File: config.mk
export PLATFORM = sky130hd
export DESIGN_NAME = grid_maze_dfs_solver
export DESIGN_NICKNAME = d
export VERILOG_FILES = /design/src/rtl/core/gmds_pkg.sv /design/src/rtl/core/gmds_grid_ram.sv /design/src/rtl/core/gmds_stack_ram.sv /design/src/rtl/core/gmds_ctrl.sv /design/src/rtl/core/grid_maze_dfs_solver.sv
export SDC_FILE = /design/constraint.sdc
export NUM_CORES = 2
export LEC_CHECK = 0
export BUFFER_PORTS_ARGS = -buffer_cell sky130_fd_sc_hd__buf_2
export CAP_MARGIN = 10
export CELL_PAD_IN_SITES_DETAIL_PLACEMENT = 0
export CELL_PAD_IN_SITES_GLOBAL_PLACEMENT = 1
export CORE_AREA = 2 2 578 580
export CTS_BUF_LIST = sky130_fd_sc_hd__clkbuf_16
export CTS_CLUSTER_DIAMETER = 150
export DETAILED_ROUTE_END_ITERATION = 7
export DIE_AREA = 0 0 580 582
export PLACE_DENSITY_LB_ADDON = 0.1
export SYNTH_ARGS = -nofsm -noshare
export SYNTH_HDL_FRONTEND = slang
export SYNTH_SLANG_ARGS = --single-unit
File: constraint.sdc
create_clock -name clk -period 14.8 [get_ports clk]
set_clock_uncertainty 0.1 [all_clocks]
set_input_delay 1.48 -clock clk [delete_from_list [all_inputs] [get_ports clk]]
set_output_delay 1.48 -clock clk [all_outputs]
set_load 0.02 [all_outputs]
File: src/rtl/core/gmds_pkg.sv
package gmds_pkg;

	localparam int MAX_SIDE = 16;
	localparam int CELLS    = MAX_SIDE * MAX_SIDE;
	localparam int POS_W    = $clog2(MAX_SIDE);
	localparam int CELL_W   = $clog2(CELLS);
	localparam int DEPTH_W  = CELL_W + 1;
	localparam int SIDE_W   = 5;

	localparam logic [1:0] REQ_WRITE = 2'd0;
	localparam logic [1:0] REQ_SOLVE = 2'd1;
	localparam logic [1:0] REQ_READ  = 2'd2;

	localparam logic [2:0] CELL_PASS  = 3'd0;
	localparam logic [2:0] CELL_WALL  = 3'd1;
	localparam logic [2:0] CELL_START = 3'd2;
	localparam logic [2:0] CELL_END   = 3'd3;
	localparam logic [2:0] CELL_VERT  = 3'd4;
	localparam logic [2:0] CELL_HORZ  = 3'd5;
	localparam logic [2:0] CELL_SEEN  = 3'd6;
	localparam logic [2:0] CELL_DEAD  = 3'd7;

	localparam logic KIND_SOLVE = 1'b0;
	localparam logic KIND_READ  = 1'b1;

	typedef struct packed {
		logic [1:0] req_type;
		logic [3:0] row;
		logic [3:0] col;
		logic [1:0] cell_code;
	} req_t;

	typedef struct packed {
		logic       reply_kind;
		logic       found;
		logic [2:0] cell_value;
	} rsp_t;

	typedef struct packed {
		logic [CELL_W-1:0] node;
		logic              horz;
	} stack_entry_t;

	typedef struct packed {
		logic              ren;
		logic [CELL_W-1:0] raddr;
		logic              we;
		logic [CELL_W-1:0] waddr;
		logic [2:0]        wdata;
	} grid_port_t;

	typedef struct packed {
		logic              ren;
		logic [CELL_W-1:0] raddr;
		logic              we;
		logic [CELL_W-1:0] waddr;
		stack_entry_t      wdata;
	} stack_port_t;

	typedef enum logic [1:0] {
		DIR_UP,
		DIR_DOWN,
		DIR_RIGHT,
		DIR_LEFT
	} dir_t;

	typedef enum logic [3:0] {
		ST_IDLE,
		ST_RD,
		ST_VISIT,
		ST_PROBE,
		ST_EVAL,
		ST_DEAD,
		ST_BACK,
		ST_PATH,
		ST_SWEEP,
		ST_FIN,
		ST_REPLY
	} state_t;

endpackage

File: src/rtl/core/gmds_grid_ram.sv
module gmds_grid_ram (
	input  logic                clk,
	input  gmds_pkg::grid_port_t port,
	output logic [2:0]          rdata
);
	import gmds_pkg::*;

	logic [2:0] mem [CELLS];

	always_ff @(posedge clk) begin
		if (port.we) begin
			mem[port.waddr] <= port.wdata;
		end
		if (port.ren) begin
			rdata <= mem[port.raddr];
		end
	end

endmodule

File: src/rtl/core/gmds_stack_ram.sv
module gmds_stack_ram (
	input  logic                  clk,
	input  gmds_pkg::stack_port_t port,
	output gmds_pkg::stack_entry_t rdata
);
	import gmds_pkg::*;

	stack_entry_t mem [CELLS];

	always_ff @(posedge clk) begin
		if (port.we) begin
			mem[port.waddr] <= port.wdata;
		end
		if (port.ren) begin
			rdata <= mem[port.raddr];
		end
	end

endmodule

File: src/rtl/core/gmds_ctrl.sv
module gmds_ctrl (
	input  logic                   clk,
	input  logic                   arst_n,
	input  logic [4:0]             side,
	input  logic                   req_valid,
	output logic                   req_stall,
	input  gmds_pkg::req_t         req_data,
	input  logic                   out_free,
	output logic                   rsp_load,
	output gmds_pkg::rsp_t         rsp_next,
	output gmds_pkg::grid_port_t   grid_port,
	input  logic [2:0]             grid_rdata,
	output gmds_pkg::stack_port_t  stack_port,
	input  gmds_pkg::stack_entry_t stack_rdata
);
	import gmds_pkg::*;

	state_t             state_q, state_d;
	dir_t               dir_q;
	logic [CELL_W-1:0]  cursor_q, nbr_q, start_q, end_q, addr_s1;
	logic [DEPTH_W-1:0] sp_q, cnt_q;
	logic               v_s1, found_q, rd_inside_q;

	logic               accept, in_grid, ends_ok, at_end, at_start;
	logic [CELL_W-1:0]  req_idx;
	logic               probe_ok, passable, path_more, sweep_more;
	logic [CELL_W-1:0]  probe_idx;
	logic [POS_W-1:0]   cur_r, cur_c;

	assign accept  = req_valid && !req_stall;
	assign req_idx = {req_data.row[POS_W-1:0], req_data.col[POS_W-1:0]};
	assign in_grid = ({1'b0, req_data.row} < side) && ({1'b0, req_data.col} < side);
	assign ends_ok = (SIDE_W'(start_q[CELL_W-1:POS_W]) < side)
		&& (SIDE_W'(start_q[POS_W-1:0]) < side)
		&& (SIDE_W'(end_q[CELL_W-1:POS_W]) < side)
		&& (SIDE_W'(end_q[POS_W-1:0]) < side);
	assign at_end   = cursor_q == end_q;
	assign at_start = cursor_q == start_q;
	assign cur_r    = cursor_q[CELL_W-1:POS_W];
	assign cur_c    = cursor_q[POS_W-1:0];
	// border counts as wall; start is never re-entered
	assign passable = (nbr_q != start_q)
		&& ((grid_rdata == CELL_PASS) || (grid_rdata == CELL_END));
	assign path_more  = cnt_q < sp_q;
	assign sweep_more = cnt_q < DEPTH_W'(CELLS);

	always_comb begin
		probe_ok  = 1'b0;
		probe_idx = cursor_q;
		case (dir_q)
			DIR_UP: begin
				probe_ok  = cur_r != '0;
				probe_idx = cursor_q - CELL_W'(MAX_SIDE);
			end
			DIR_DOWN: begin
				probe_ok  = (SIDE_W'(cur_r) + SIDE_W'(1)) < side;
				probe_idx = cursor_q + CELL_W'(MAX_SIDE);
			end
			DIR_RIGHT: begin
				probe_ok  = (SIDE_W'(cur_c) + SIDE_W'(1)) < side;
				probe_idx = cursor_q + CELL_W'(1);
			end
			DIR_LEFT: begin
				probe_ok  = cur_c != '0;
				probe_idx = cursor_q - CELL_W'(1);
			end
			default: begin
				probe_ok  = 1'b0;
				probe_idx = cursor_q;
			end
		endcase
	end

	always_comb begin
		state_d = state_q;
		case (state_q)
			ST_IDLE: begin
				if (accept) begin
					if (req_data.req_type == REQ_SOLVE) begin
						state_d = ends_ok ? ST_VISIT : ST_REPLY;
					end else if (req_data.req_type == REQ_READ) begin
						state_d = ST_RD;
					end
				end
			end
			ST_RD:    state_d = out_free ? ST_IDLE : ST_RD;
			ST_VISIT: state_d = at_end ? ST_PATH : ST_PROBE;
			ST_PROBE: begin
				if (probe_ok) state_d = ST_EVAL;
				else if (dir_q == DIR_LEFT) state_d = ST_DEAD;
			end
			ST_EVAL: begin
				if (passable) state_d = ST_VISIT;
				else if (dir_q == DIR_LEFT) state_d = ST_DEAD;
				else state_d = ST_PROBE;
			end
			ST_DEAD:  state_d = (sp_q == '0) ? ST_SWEEP : ST_BACK;
			ST_BACK:  state_d = ST_VISIT;
			ST_PATH:  state_d = (path_more || v_s1) ? ST_PATH : ST_SWEEP;
			ST_SWEEP: state_d = (sweep_more || v_s1) ? ST_SWEEP : ST_FIN;
			ST_FIN:   state_d = ST_REPLY;
			ST_REPLY: state_d = out_free ? ST_IDLE : ST_REPLY;
			default:  state_d = ST_IDLE;
		endcase
	end

	always_comb begin
		req_stall  = state_q != ST_IDLE;
		rsp_load   = 1'b0;
		rsp_next   = '0;
		grid_port  = '0;
		stack_port = '0;
		case (state_q)
			ST_IDLE: begin
				if (accept && in_grid && req_data.req_type == REQ_WRITE) begin
					grid_port.we    = 1'b1;
					grid_port.waddr = req_idx;
					grid_port.wdata = {1'b0, req_data.cell_code};
				end
				if (accept && req_data.req_type == REQ_READ) begin
					grid_port.ren   = 1'b1;
					grid_port.raddr = req_idx;
				end
			end
			ST_RD: begin
				rsp_load            = out_free;
				rsp_next.reply_kind = KIND_READ;
				rsp_next.cell_value = rd_inside_q ? grid_rdata : CELL_WALL;
			end
			ST_VISIT: begin
				if (!at_end && !at_start) begin
					grid_port.we    = 1'b1;
					grid_port.waddr = cursor_q;
					grid_port.wdata = CELL_SEEN;
				end
			end
			ST_PROBE: begin
				grid_port.ren   = probe_ok;
				grid_port.raddr = probe_idx;
			end
			ST_EVAL: begin
				stack_port.we         = passable;
				stack_port.waddr      = sp_q[CELL_W-1:0];
				stack_port.wdata.node = cursor_q;
				stack_port.wdata.horz = (dir_q == DIR_RIGHT) || (dir_q == DIR_LEFT);
			end
			ST_DEAD: begin
				if (!at_start) begin
					grid_port.we    = 1'b1;
					grid_port.waddr = cursor_q;
					grid_port.wdata = CELL_DEAD;
				end
				stack_port.ren   = sp_q != '0;
				stack_port.raddr = CELL_W'(sp_q - DEPTH_W'(1));
			end
			ST_PATH: begin
				stack_port.ren   = path_more;
				stack_port.raddr = cnt_q[CELL_W-1:0];
				grid_port.we     = v_s1;
				grid_port.waddr  = stack_rdata.node;
				grid_port.wdata  = stack_rdata.horz ? CELL_HORZ : CELL_VERT;
			end
			ST_SWEEP: begin
				grid_port.ren   = sweep_more;
				grid_port.raddr = cnt_q[CELL_W-1:0];
				grid_port.we    = v_s1 && (grid_rdata == CELL_DEAD);
				grid_port.waddr = addr_s1;
				grid_port.wdata = found_q ? CELL_PASS : CELL_SEEN;
			end
			ST_FIN: begin
				grid_port.we    = found_q;
				grid_port.waddr = start_q;
				grid_port.wdata = CELL_START;
			end
			ST_REPLY: begin
				rsp_load            = out_free;
				rsp_next.reply_kind = KIND_SOLVE;
				rsp_next.found      = found_q;
			end
			default: begin
				req_stall = 1'b1;
			end
		endcase
	end

	always_ff @(posedge clk or negedge arst_n) begin
		if (!arst_n) begin
			state_q     <= ST_IDLE;
			dir_q       <= DIR_UP;
			cursor_q    <= '0;
			nbr_q       <= '0;
			start_q     <= '0;
			end_q       <= '0;
			addr_s1     <= '0;
			sp_q        <= '0;
			cnt_q       <= '0;
			v_s1        <= 1'b0;
			found_q     <= 1'b0;
			rd_inside_q <= 1'b0;
		end else begin
			state_q <= state_d;
			case (state_q)
				ST_IDLE: begin
					if (accept) begin
						rd_inside_q <= in_grid;
						cursor_q    <= start_q;
						sp_q        <= '0;
						found_q     <= 1'b0;
						if (req_data.req_type == REQ_WRITE && in_grid) begin
							if ({1'b0, req_data.cell_code} == CELL_START) start_q <= req_idx;
							else if ({1'b0, req_data.cell_code} == CELL_END) end_q <= req_idx;
						end
					end
				end
				ST_VISIT: begin
					dir_q <= DIR_UP;
					if (at_end) begin
						found_q <= 1'b1;
						cnt_q   <= '0;
						v_s1    <= 1'b0;
					end
				end
				ST_PROBE: begin
					nbr_q <= probe_idx;
					if (!probe_ok && dir_q != DIR_LEFT) dir_q <= dir_t'(dir_q + 2'd1);
				end
				ST_EVAL: begin
					if (passable) begin
						sp_q     <= sp_q + DEPTH_W'(1);
						cursor_q <= nbr_q;
					end else if (dir_q != DIR_LEFT) begin
						dir_q <= dir_t'(dir_q + 2'd1);
					end
				end
				ST_DEAD: begin
					if (sp_q == '0) begin
						found_q <= 1'b0;
						cnt_q   <= '0;
						v_s1    <= 1'b0;
					end else begin
						sp_q <= sp_q - DEPTH_W'(1);
					end
				end
				ST_BACK: cursor_q <= stack_rdata.node;
				ST_PATH: begin
					if (path_more || v_s1) begin
						v_s1 <= path_more;
						if (path_more) cnt_q <= cnt_q + DEPTH_W'(1);
					end else begin
						cnt_q <= '0;
						v_s1  <= 1'b0;
					end
				end
				ST_SWEEP: begin
					v_s1    <= sweep_more;
					addr_s1 <= cnt_q[CELL_W-1:0];
					if (sweep_more) cnt_q <= cnt_q + DEPTH_W'(1);
				end
				default: begin
				end
			endcase
		end
	end

endmodule

File: src/rtl/core/grid_maze_dfs_solver.sv
// channel | signals                          | direction
// request | req_valid, req_stall, req_data   | in  (write / solve / read cell)
// reply   | rsp_valid, rsp_stall, rsp_data   | out (solve and read replies)
// config  | cfg_we, cfg_wdata                | in  (grid side)
// Cell writes go straight to the grid RAM; cell reads wait for the reply register to be free.
// Solve: probes neighbors one grid RAM read at a time, marks visited cells, writes path cells,
// then sweeps all 256 grid RAM entries.
// Reset clears control state and sets the side to 16; cell contents are undefined.
// Requests stall while any request is in progress; a held reply holds off the next
// reply until it is taken.
module grid_maze_dfs_solver (
	input  logic            clk,
	input  logic            arst_n,
	input  logic            req_valid,
	output logic            req_stall,
	input  gmds_pkg::req_t  req_data,
	output logic            rsp_valid,
	input  logic            rsp_stall,
	output gmds_pkg::rsp_t  rsp_data,
	input  logic            cfg_we,
	input  logic [4:0]      cfg_wdata
);
	import gmds_pkg::*;

	logic [SIDE_W-1:0] grid_side_q, side;
	logic              out_free, rsp_load;
	rsp_t              rsp_next, rsp_q;
	logic              rsp_valid_q;
	grid_port_t        grid_port;
	stack_port_t       stack_port;
	logic [2:0]        grid_rdata;
	stack_entry_t      stack_rdata;

	always_comb begin
		if (grid_side_q == '0) side = SIDE_W'(1);
		else if (grid_side_q > SIDE_W'(MAX_SIDE)) side = SIDE_W'(MAX_SIDE);
		else side = grid_side_q;
	end

	always_ff @(posedge clk or negedge arst_n) begin
		if (!arst_n) begin
			grid_side_q <= SIDE_W'(MAX_SIDE);
		end else if (cfg_we) begin
			grid_side_q <= cfg_wdata;
		end
	end

	assign out_free = !rsp_valid_q || !rsp_stall;

	always_ff @(posedge clk or negedge arst_n) begin
		if (!arst_n) begin
			rsp_valid_q <= 1'b0;
			rsp_q       <= '0;
		end else if (rsp_load) begin
			rsp_valid_q <= 1'b1;
			rsp_q       <= rsp_next;
		end else if (!rsp_stall) begin
			rsp_valid_q <= 1'b0;
		end
	end

	assign rsp_valid = rsp_valid_q;
	assign rsp_data  = rsp_q;

	gmds_ctrl u_ctrl (
		.clk         (clk),
		.arst_n      (arst_n),
		.side        (side),
		.req_valid   (req_valid),
		.req_stall   (req_stall),
		.req_data    (req_data),
		.out_free    (out_free),
		.rsp_load    (rsp_load),
		.rsp_next    (rsp_next),
		.grid_port   (grid_port),
		.grid_rdata  (grid_rdata),
		.stack_port  (stack_port),
		.stack_rdata (stack_rdata)
	);

	gmds_grid_ram u_grid (
		.clk   (clk),
		.port  (grid_port),
		.rdata (grid_rdata)
	);

	gmds_stack_ram u_stack (
		.clk   (clk),
		.port  (stack_port),
		.rdata (stack_rdata)
	);

endmodule
Word-level counts from Yosys, hierarchy flattened
Memory sizes are Yosys's and may differ from the RTL's. A register that Yosys moved wholly into a read port is not among the register bits.
Index checks and enable logic that the tools add are counted.
{ "op_classes": {"add_sub_neg": 10, "magnitude_cmp": 11, "eq_ne": 36, "muxes": 65, "bitwise": 1, "reduce_logical": 51} }
{ "ops": {"columns": ["operator", "n"], "rows": [
  ["$mux W9", 9],
  ["$pmux W12 S6", 1],
  ["$pmux W9 S3", 2],
  ["$pmux W4 S11", 1],
  ["$mux W4", 10],
  ["$mux W12", 3],
  ["$pmux W9 S4", 1],
  ["$pmux W8 S4", 1],
  ["$lt A4 B5 Y1", 6],
  ["$pmux W8 S3", 1],
  ["$add A9 B1 Y9 const B", 2],
  ["$mux W1", 18],
  ["$mux W18", 1],
  ["$pmux W9 S2", 1],
  ["$eq A4 B3 Y1 const B", 4],
  ["$eq A8 B8 Y1", 2],
  ["$mux W8", 2],
  ["$ne A2 B1 Y1 const B", 8],
  ["$reduce_and A4 Y1", 4],
  ["$reduce_bool A4 Y1", 4],
  ["$mux W3", 5],
  ["$logic_and A1 B1 Y1", 13],
  ["$eq A4 B4 Y1 const B", 3],
  ["$reduce_bool A3 Y1", 4],
  ["other kinds (40)", 68]
]} }
{ "totals": {"reg_bits": 78, "ram_bits": 3072, "output_inout_bits": 7, "word_cells": 193, "mem_count": 2} }
{ "memory_table": {"columns": ["memory", "words", "width", "read_ports", "rd_ports_with_merged_regs", "write_ports", "line", "text"], "rows": [
  ["u_stack.mem", 256, 9, 1, 1, 1, "gmds_stack_ram.sv:8", "stack_entry_t mem [CELLS];"],
  ["u_grid.mem", 256, 3, 1, 1, 1, "gmds_grid_ram.sv:8", "logic [2:0] mem [CELLS];"]
]} }

Longest topological paths before layout
{ "logic_depth": {"depth_word": 11, "ltp_mapped": 17, "ltp_nobuf": 14} }

Hierarchy
From an unflattened synthesis, not the netlist that was laid out.
{ "hier_totals": {"cells_unflattened": 6695, "hier_area_um2": 126777.8} }
{ "by_module_without_submodules": {"columns": ["module", "n_inst", "cells_each", "area_each_um2", "seq_area_each_um2"], "rows": [
  ["gmds_stack_ram", 1, 4237, 89368.2, 69456.6],
  ["gmds_grid_ram", 1, 1713, 31068.5, 23152.2],
  ["gmds_ctrl", 1, 713, 5901.9, 1676.6],
  ["grid_maze_dfs_solver", 1, 32, 439.2, 276.5]
]} }

Worst setup path after synthesis
OpenSTA, ideal clock, no wires.
{ "synth_timing": {"path_type": "register to register", "startpoint": "register u_ctrl.state_q[0]", "endpoint": "memory u_stack.mem[0][0] in the netlist's numbering, data pin", "setup_time_ps": 1392, "arrival_ps": 7423, "t_required_ps": 13308, "setup_slack_ps": 5886, "path_stages_with_launch": 9, "synth_period_minus_slack_ps": 8914, "cell_sequence": "dfrtp_1 > buf_4 > clkbuf_1 > nor2_1 > nand2b_1 > clkbuf_1 > clkbuf_1 > buf_1 > nor2_1"} }
{ "synth_rtl": {"columns": ["item", "line", "text"], "rows": [
  ["start, declared", "gmds_ctrl.sv:18", "state_t state_q, state_d;"],
  ["start signal, assigned", "gmds_ctrl.sv:201", "state_q <= state_d;"],
  ["end, declared", "gmds_stack_ram.sv:8", null]
]} }

Worst setup path in the final report
{ "layout_timing": {"startpoint": "register u_ctrl.sp_q[0]", "endpoint": "register u_stack.rdata[6] (netlist name)"} }
{ "layout_via": {"elab_chain_len": 2} }
{ "layout_lines": {"columns": ["item", "line", "text"], "rows": [
  ["start, declared", "gmds_ctrl.sv:21", "logic [DEPTH_W-1:0] sp_q, cnt_q;"],
  ["start signal, assigned", "gmds_ctrl.sv:229", "sp_q <= sp_q + DEPTH_W'(1);"],
  ["start signal, assigned", "gmds_ctrl.sv:241", "sp_q <= sp_q - DEPTH_W'(1);"],
  ["$sub A9 B1 Y9 (tied with other cells)", "gmds_ctrl.sv:154", "stack_port.raddr = CELL_W'(sp_q - DEPTH_W'(1));"],
  ["$pmux W9 S2 (*)", "gmds_ctrl.sv:113", "case (state_q)"]
]} }
Mark *: on every way between the ends. The rest lies on a longest branch, timed or not.
A chain may end at the register's enable or synchronous reset.

==> Flow_metrics.wiki <==
{| class="wikitable"
! Metric !! Value
|-
| Average routed wire per standard cell || 28.12 um
|-
| Vias in the first global route || 80736
|-
| Via count of the routed design || between 80000 and 90000
|-
| CP Data Required Time || between 15 and 20 ns
|-
| Cell leakage power || 0.05122 uW
|-
| CTS Root Buffer Type || sky130_fd_sc_hd__clkbuf_16
|-
| Highest clock frequency the design can meet || 146.7 MHz
|-
| IO Port Bufs || 28
|-
| Pre-CTS worst setup slack || 8.013 ns
|-
| Max rail drop VDD || about 0.11 mV
|-
| Run status || finished, final reports clean
|-
| Cell with the most instances after synthesis || sky130_fd_sc_hd__edfxtp_1
|-
| Worst Tran Pin Value || 1.286 ns
|-
| Setup repair after global routing missed its margin || false
|-
| Most frequent cells after synthesis || 3084 x sky130_fd_sc_hd__edfxtp_1, 2414 x sky130_fd_sc_hd__nand2_1, 1195 x sky130_fd_sc_hd__nand3_1
|-
| Gates resized, CTS repair || 0
|-
| Hold/Removal Path Class || input pin to asynchronous set/reset pin
|-
| Number of failing hold endpoints at the final stage || 0
|-
| Overflow left after global routing || 0
|-
| Setup CP Type || flip-flop to flip-flop
|-
| Die Span Y || ~580 um
|-
| Setup TNS || 0 ns
|-
| Capture instance of the worst register-to-register path || u_stack.rdata[6]$_DFFE_PP_
|-
| Total track usage || 23.74%
|-
| R2R Setup Slk || 7.99 ns
|-
| Cell type with the highest aggregate area in the netlist || sky130_fd_sc_hd__edfxtp_1
|-
| Violation count after the first detailed-routing iteration || 7869
|-
| Buffer levels on the longest clock path || 4
|-
| Fraction of the mapped netlist area in simple logic gates || 14.54%
|-
| Synthesis-to-finish area growth || 11.75%
|-
| Reg2Reg Launch Point || u_ctrl.sp_q[0]$_DFFE_PN0P_
|-
| Die outline area || 337600 um^2
|-
| Largest family of logic cells by synthesized area || simple AND/OR/NAND/NOR gates
|-
| Share of the synthesized area in compound gates (AO/OA/AOI/OAI) || 4.709%
|-
| Number of ports placed on the die boundary || 29
|-
| Number of buffers created by CTS || 354
|-
| Crit-path max FO || 111
|-
| Postcts setup bufs || 0
|-
| Max transition margin || a little over an eighth
|-
| Starting density of the core || about 40%
|-
| CTS tree || yes
|-
| Post-Synthesis Net Count || 10146
|-
| Routability congestion estimate from global placement || a little over 0.8
|-
| Mux share of post-synthesis cell area || 5.710%
|-
| Area share of the leading cell type in the synthesized netlist || 70.15%
|-
| DR vias/cell || 5.635
|-
| Total of endpoints with negative setup slack in the final report || 0
|-
| Floorplan core area || about 330000 um^2
|-
| Largest net degree at the start of global routing || 192
|-
| Clock input transition at the sequential cells of the worst setup and hold paths || 0.06 ns
|-
| Period minus WS final || 6.815 ns
|-
| Synthesized netlist cell count || 10069
|-
| Share of final-layout standard cells stronger than drive strength 1 || under 10%
|-
| Horizontal extent of the die || around 580 um
|-
| Final period util || 46.05%
|-
| Number of search-and-repair iterations in the first detailed-routing pass || 6
|-
| Main synth FF type || sky130_fd_sc_hd__edfxtp_1
|-
| CP Data Arrival Time || 7.34 ns
|-
| Smallest setup slack after layout || 7.985 ns
|-
| Post-detail-place hpwl || 236000 um
|-
| Clock Sink Count || 3162
|-
| Yosys warning count || 0
|-
| Adder-cell share of the synthesized area || less than 1%
|-
| Share of the synthesized netlist area taken by xor and xnor gates || less than 1%
|-
| Critical path endpoint category || flip-flop
|-
| Worst-skew pair later-pin latency || 0.94 ns
|-
| Avg Cell Area, Syn || 13.11 um^2
|-
| Final Slew Violations || 0
|-
| CTS H-tree lvls || 5
|-
| First-pass GRT wire length || 591400 um
|-
| Min Hold Slack || approximately 0.34 ns
|-
| Number of storage elements in the synthesis netlist || between 3000 and 4000
|-
| Placed inst area || 136500 um^2
|-
| Top post-synthesis cells by area || sky130_fd_sc_hd__edfxtp_1 70%, sky130_fd_sc_hd__nand2_1 6.9%, sky130_fd_sc_hd__mux2i_1 5.4%
|-
| Total routed wirelength || 411100 um
|-
| Async SR Flop Fraction || under 10%
|-
| PwrDens || 148.3 nW/um^2
|-
| Reg2reg path depth || 15
|-
| Antenna violations before repair || 21
|-
| Final net count || about 10000
|-
| Critical path startpoint category || flip-flop
|-
| Summed instance area of the synthesized netlist || 132000 um^2
|-
| Post-DRT Antenna Nets || 0
|-
| Final standard cell area without fillers || 147500 um^2
|-
| Hold_buf cts || 0
|-
| DRC Markers || 0
|-
| Sequential cell area fraction in the yosys report || a little under three quarters
|-
| Number of synthesized flops with an enable pin || 3084
|-
| Max-capacitance violation count || 0
|-
| Core Rows || 212
|-
| Distinct cells, synth || 85
|}
[critical path, stage by stage (launching register included)]
cell and delay [ns]:
sky130_fd_sc_hd__dfrtp_1 0.64, sky130_fd_sc_hd__inv_1 0.22, sky130_fd_sc_hd__ha_1 0.38, sky130_fd_sc_hd__nor2_1 0.25
sky130_fd_sc_hd__o21a_4 0.73, sky130_fd_sc_hd__buf_12 0.53, sky130_fd_sc_hd__buf_4 0.72, sky130_fd_sc_hd__buf_12 0.60
sky130_fd_sc_hd__mux2i_1 0.27, sky130_fd_sc_hd__mux2i_1 0.09, sky130_fd_sc_hd__mux2i_1 0.23, sky130_fd_sc_hd__mux2i_1 0.20
sky130_fd_sc_hd__mux2i_1 0.59, sky130_fd_sc_hd__mux2_2 0.33, sky130_fd_sc_hd__o32a_1 0.16, sky130_fd_sc_hd__o221ai_1 0.11
[cells in the final DEF, fill, tap and decap left out, types with 17 or more instances in the layout]
cell                        count
sky130_fd_sc_hd__a31oi_1       73
sky130_fd_sc_hd__mux2_2        41
sky130_fd_sc_hd__xnor2_1       28
sky130_fd_sc_hd__nand3_1     1187
sky130_fd_sc_hd__a211o_1       21
sky130_fd_sc_hd__clkbuf_16    361
sky130_fd_sc_hd__nor2_1       600
sky130_fd_sc_hd__a311oi_2      17
sky130_fd_sc_hd__dfrtp_1       77
sky130_fd_sc_hd__ha_1          53
sky130_fd_sc_hd__bufinv_16     21
sky130_fd_sc_hd__a311oi_1     304
sky130_fd_sc_hd__a21o_1        26
sky130_fd_sc_hd__edfxtp_1    3084
sky130_fd_sc_hd__buf_4        161
sky130_fd_sc_hd__inv_1        137
sky130_fd_sc_hd__o211ai_1      17
sky130_fd_sc_hd__a21oi_1       61
sky130_fd_sc_hd__nor3_1        40
sky130_fd_sc_hd__mux2i_1      707
sky130_fd_sc_hd__and3_1       131
sky130_fd_sc_hd__nand4_1       31
sky130_fd_sc_hd__buf_2         27
sky130_fd_sc_hd__buf_12        20
sky130_fd_sc_hd__nand2_1     2401
sky130_fd_sc_hd__o31ai_1       30
sky130_fd_sc_hd__clkinv_2      46
sky130_fd_sc_hd__o21ai_0       67
sky130_fd_sc_hd__clkinv_1      91
sky130_fd_sc_hd__a211oi_1      34
[where the power goes]
part,internal (uW),leakage [uW],switching (uW)
Combinational,804,0.0140,2290
Sequential,10200,0.0316,167
Clock,4780,0.00566,3620
Total,15800,0.0512,6080
[per-layer routing]
metal	vias to the layer above	track usage [%]	routed length, um
met5	-	0	26
met4	2	6.509	11540
met3	473	3.060	22870
met2	2540	38.46	193500
met1	42311	33.63	183200
li1	37039	-	-
[worst max path at each step]
stage                                  start                          end  depth (start not counted)  slack (ns)
6_report          u_ctrl.sp_q[0]$_DFFE_PN0P_   u_stack.rdata[6]$_DFFE_PP_                         15        7.99
2_1_floorplan  u_ctrl.state_q[0]$_DFFE_PN0P_  u_stack.mem[0][0]$_DFFE_PP_                          8        5.89
3_5_place_dp      u_ctrl.sp_q[0]$_DFFE_PN0P_   u_stack.rdata[6]$_DFFE_PP_                         15        8.01
5_1_grt           u_ctrl.sp_q[0]$_DFFE_PN0P_   u_stack.rdata[6]$_DFFE_PP_                         15        7.66
4_1_cts           u_ctrl.sp_q[0]$_DFFE_PN0P_   u_stack.rdata[6]$_DFFE_PP_                         15        7.97
3_3_place_gp      u_ctrl.sp_q[0]$_DFFE_PN0P_   u_stack.rdata[6]$_DFFE_PP_                         15        8.06
[through the flow]
stage	power (uW)	cells	utilization (%)
after floorplan	12450	10069	-
after global placement	13680	13972	41.11
after detailed placement	13690	13978	41.14
after CTS	22060	14610	44.45
after global routing	22620	14613	44.45
final	21880	14617	44.46
[sequential cells by signal (all words and copies together) (netlist names), 3 cells and up]
register / count
u_ctrl.cnt_q: 9
rsp_data: 5
u_ctrl.end_q: 8
u_grid.rdata: 3
u_ctrl.start_q: 8
u_grid.mem: 768
u_ctrl.addr_s1: 8
u_stack.mem: 2304
u_ctrl.state_q: 4
u_ctrl.cursor_q: 8
grid_side_q: 5
u_stack.rdata: 9
u_ctrl.sp_q: 9
u_ctrl.nbr_q: 8
[logic make-up (layout without fill, tap and decap cells)]
kind of cell	after synthesis	count (layout)
adder cells (fa/ha/maj)	55	55
flip-flops	3162	3162
other	0	5
multiplexers	748	748
XOR/XNOR	44	44
AO/OA/AOI/OAI	804	804
AND/OR/NAND/NOR	4514	4514
buffers and inverters	742	898
[final cells by class]
cell class | instances | area, um^2
Fill cell | 29959 | 184300
Sequential cell | 3162 | 94560
Multi-Input combinational cell | 6165 | 34500
Clock buffer | 361 | 9034
Tap cell | 4387 | 5489
Clock inverter | 271 | 1922
Timing Repair Buffer | 213 | 1800
Inverter | 53 | 198.9
Antenna cell | 5 | 12.51
No activity file was read; power rests on OpenSTA's default activity.
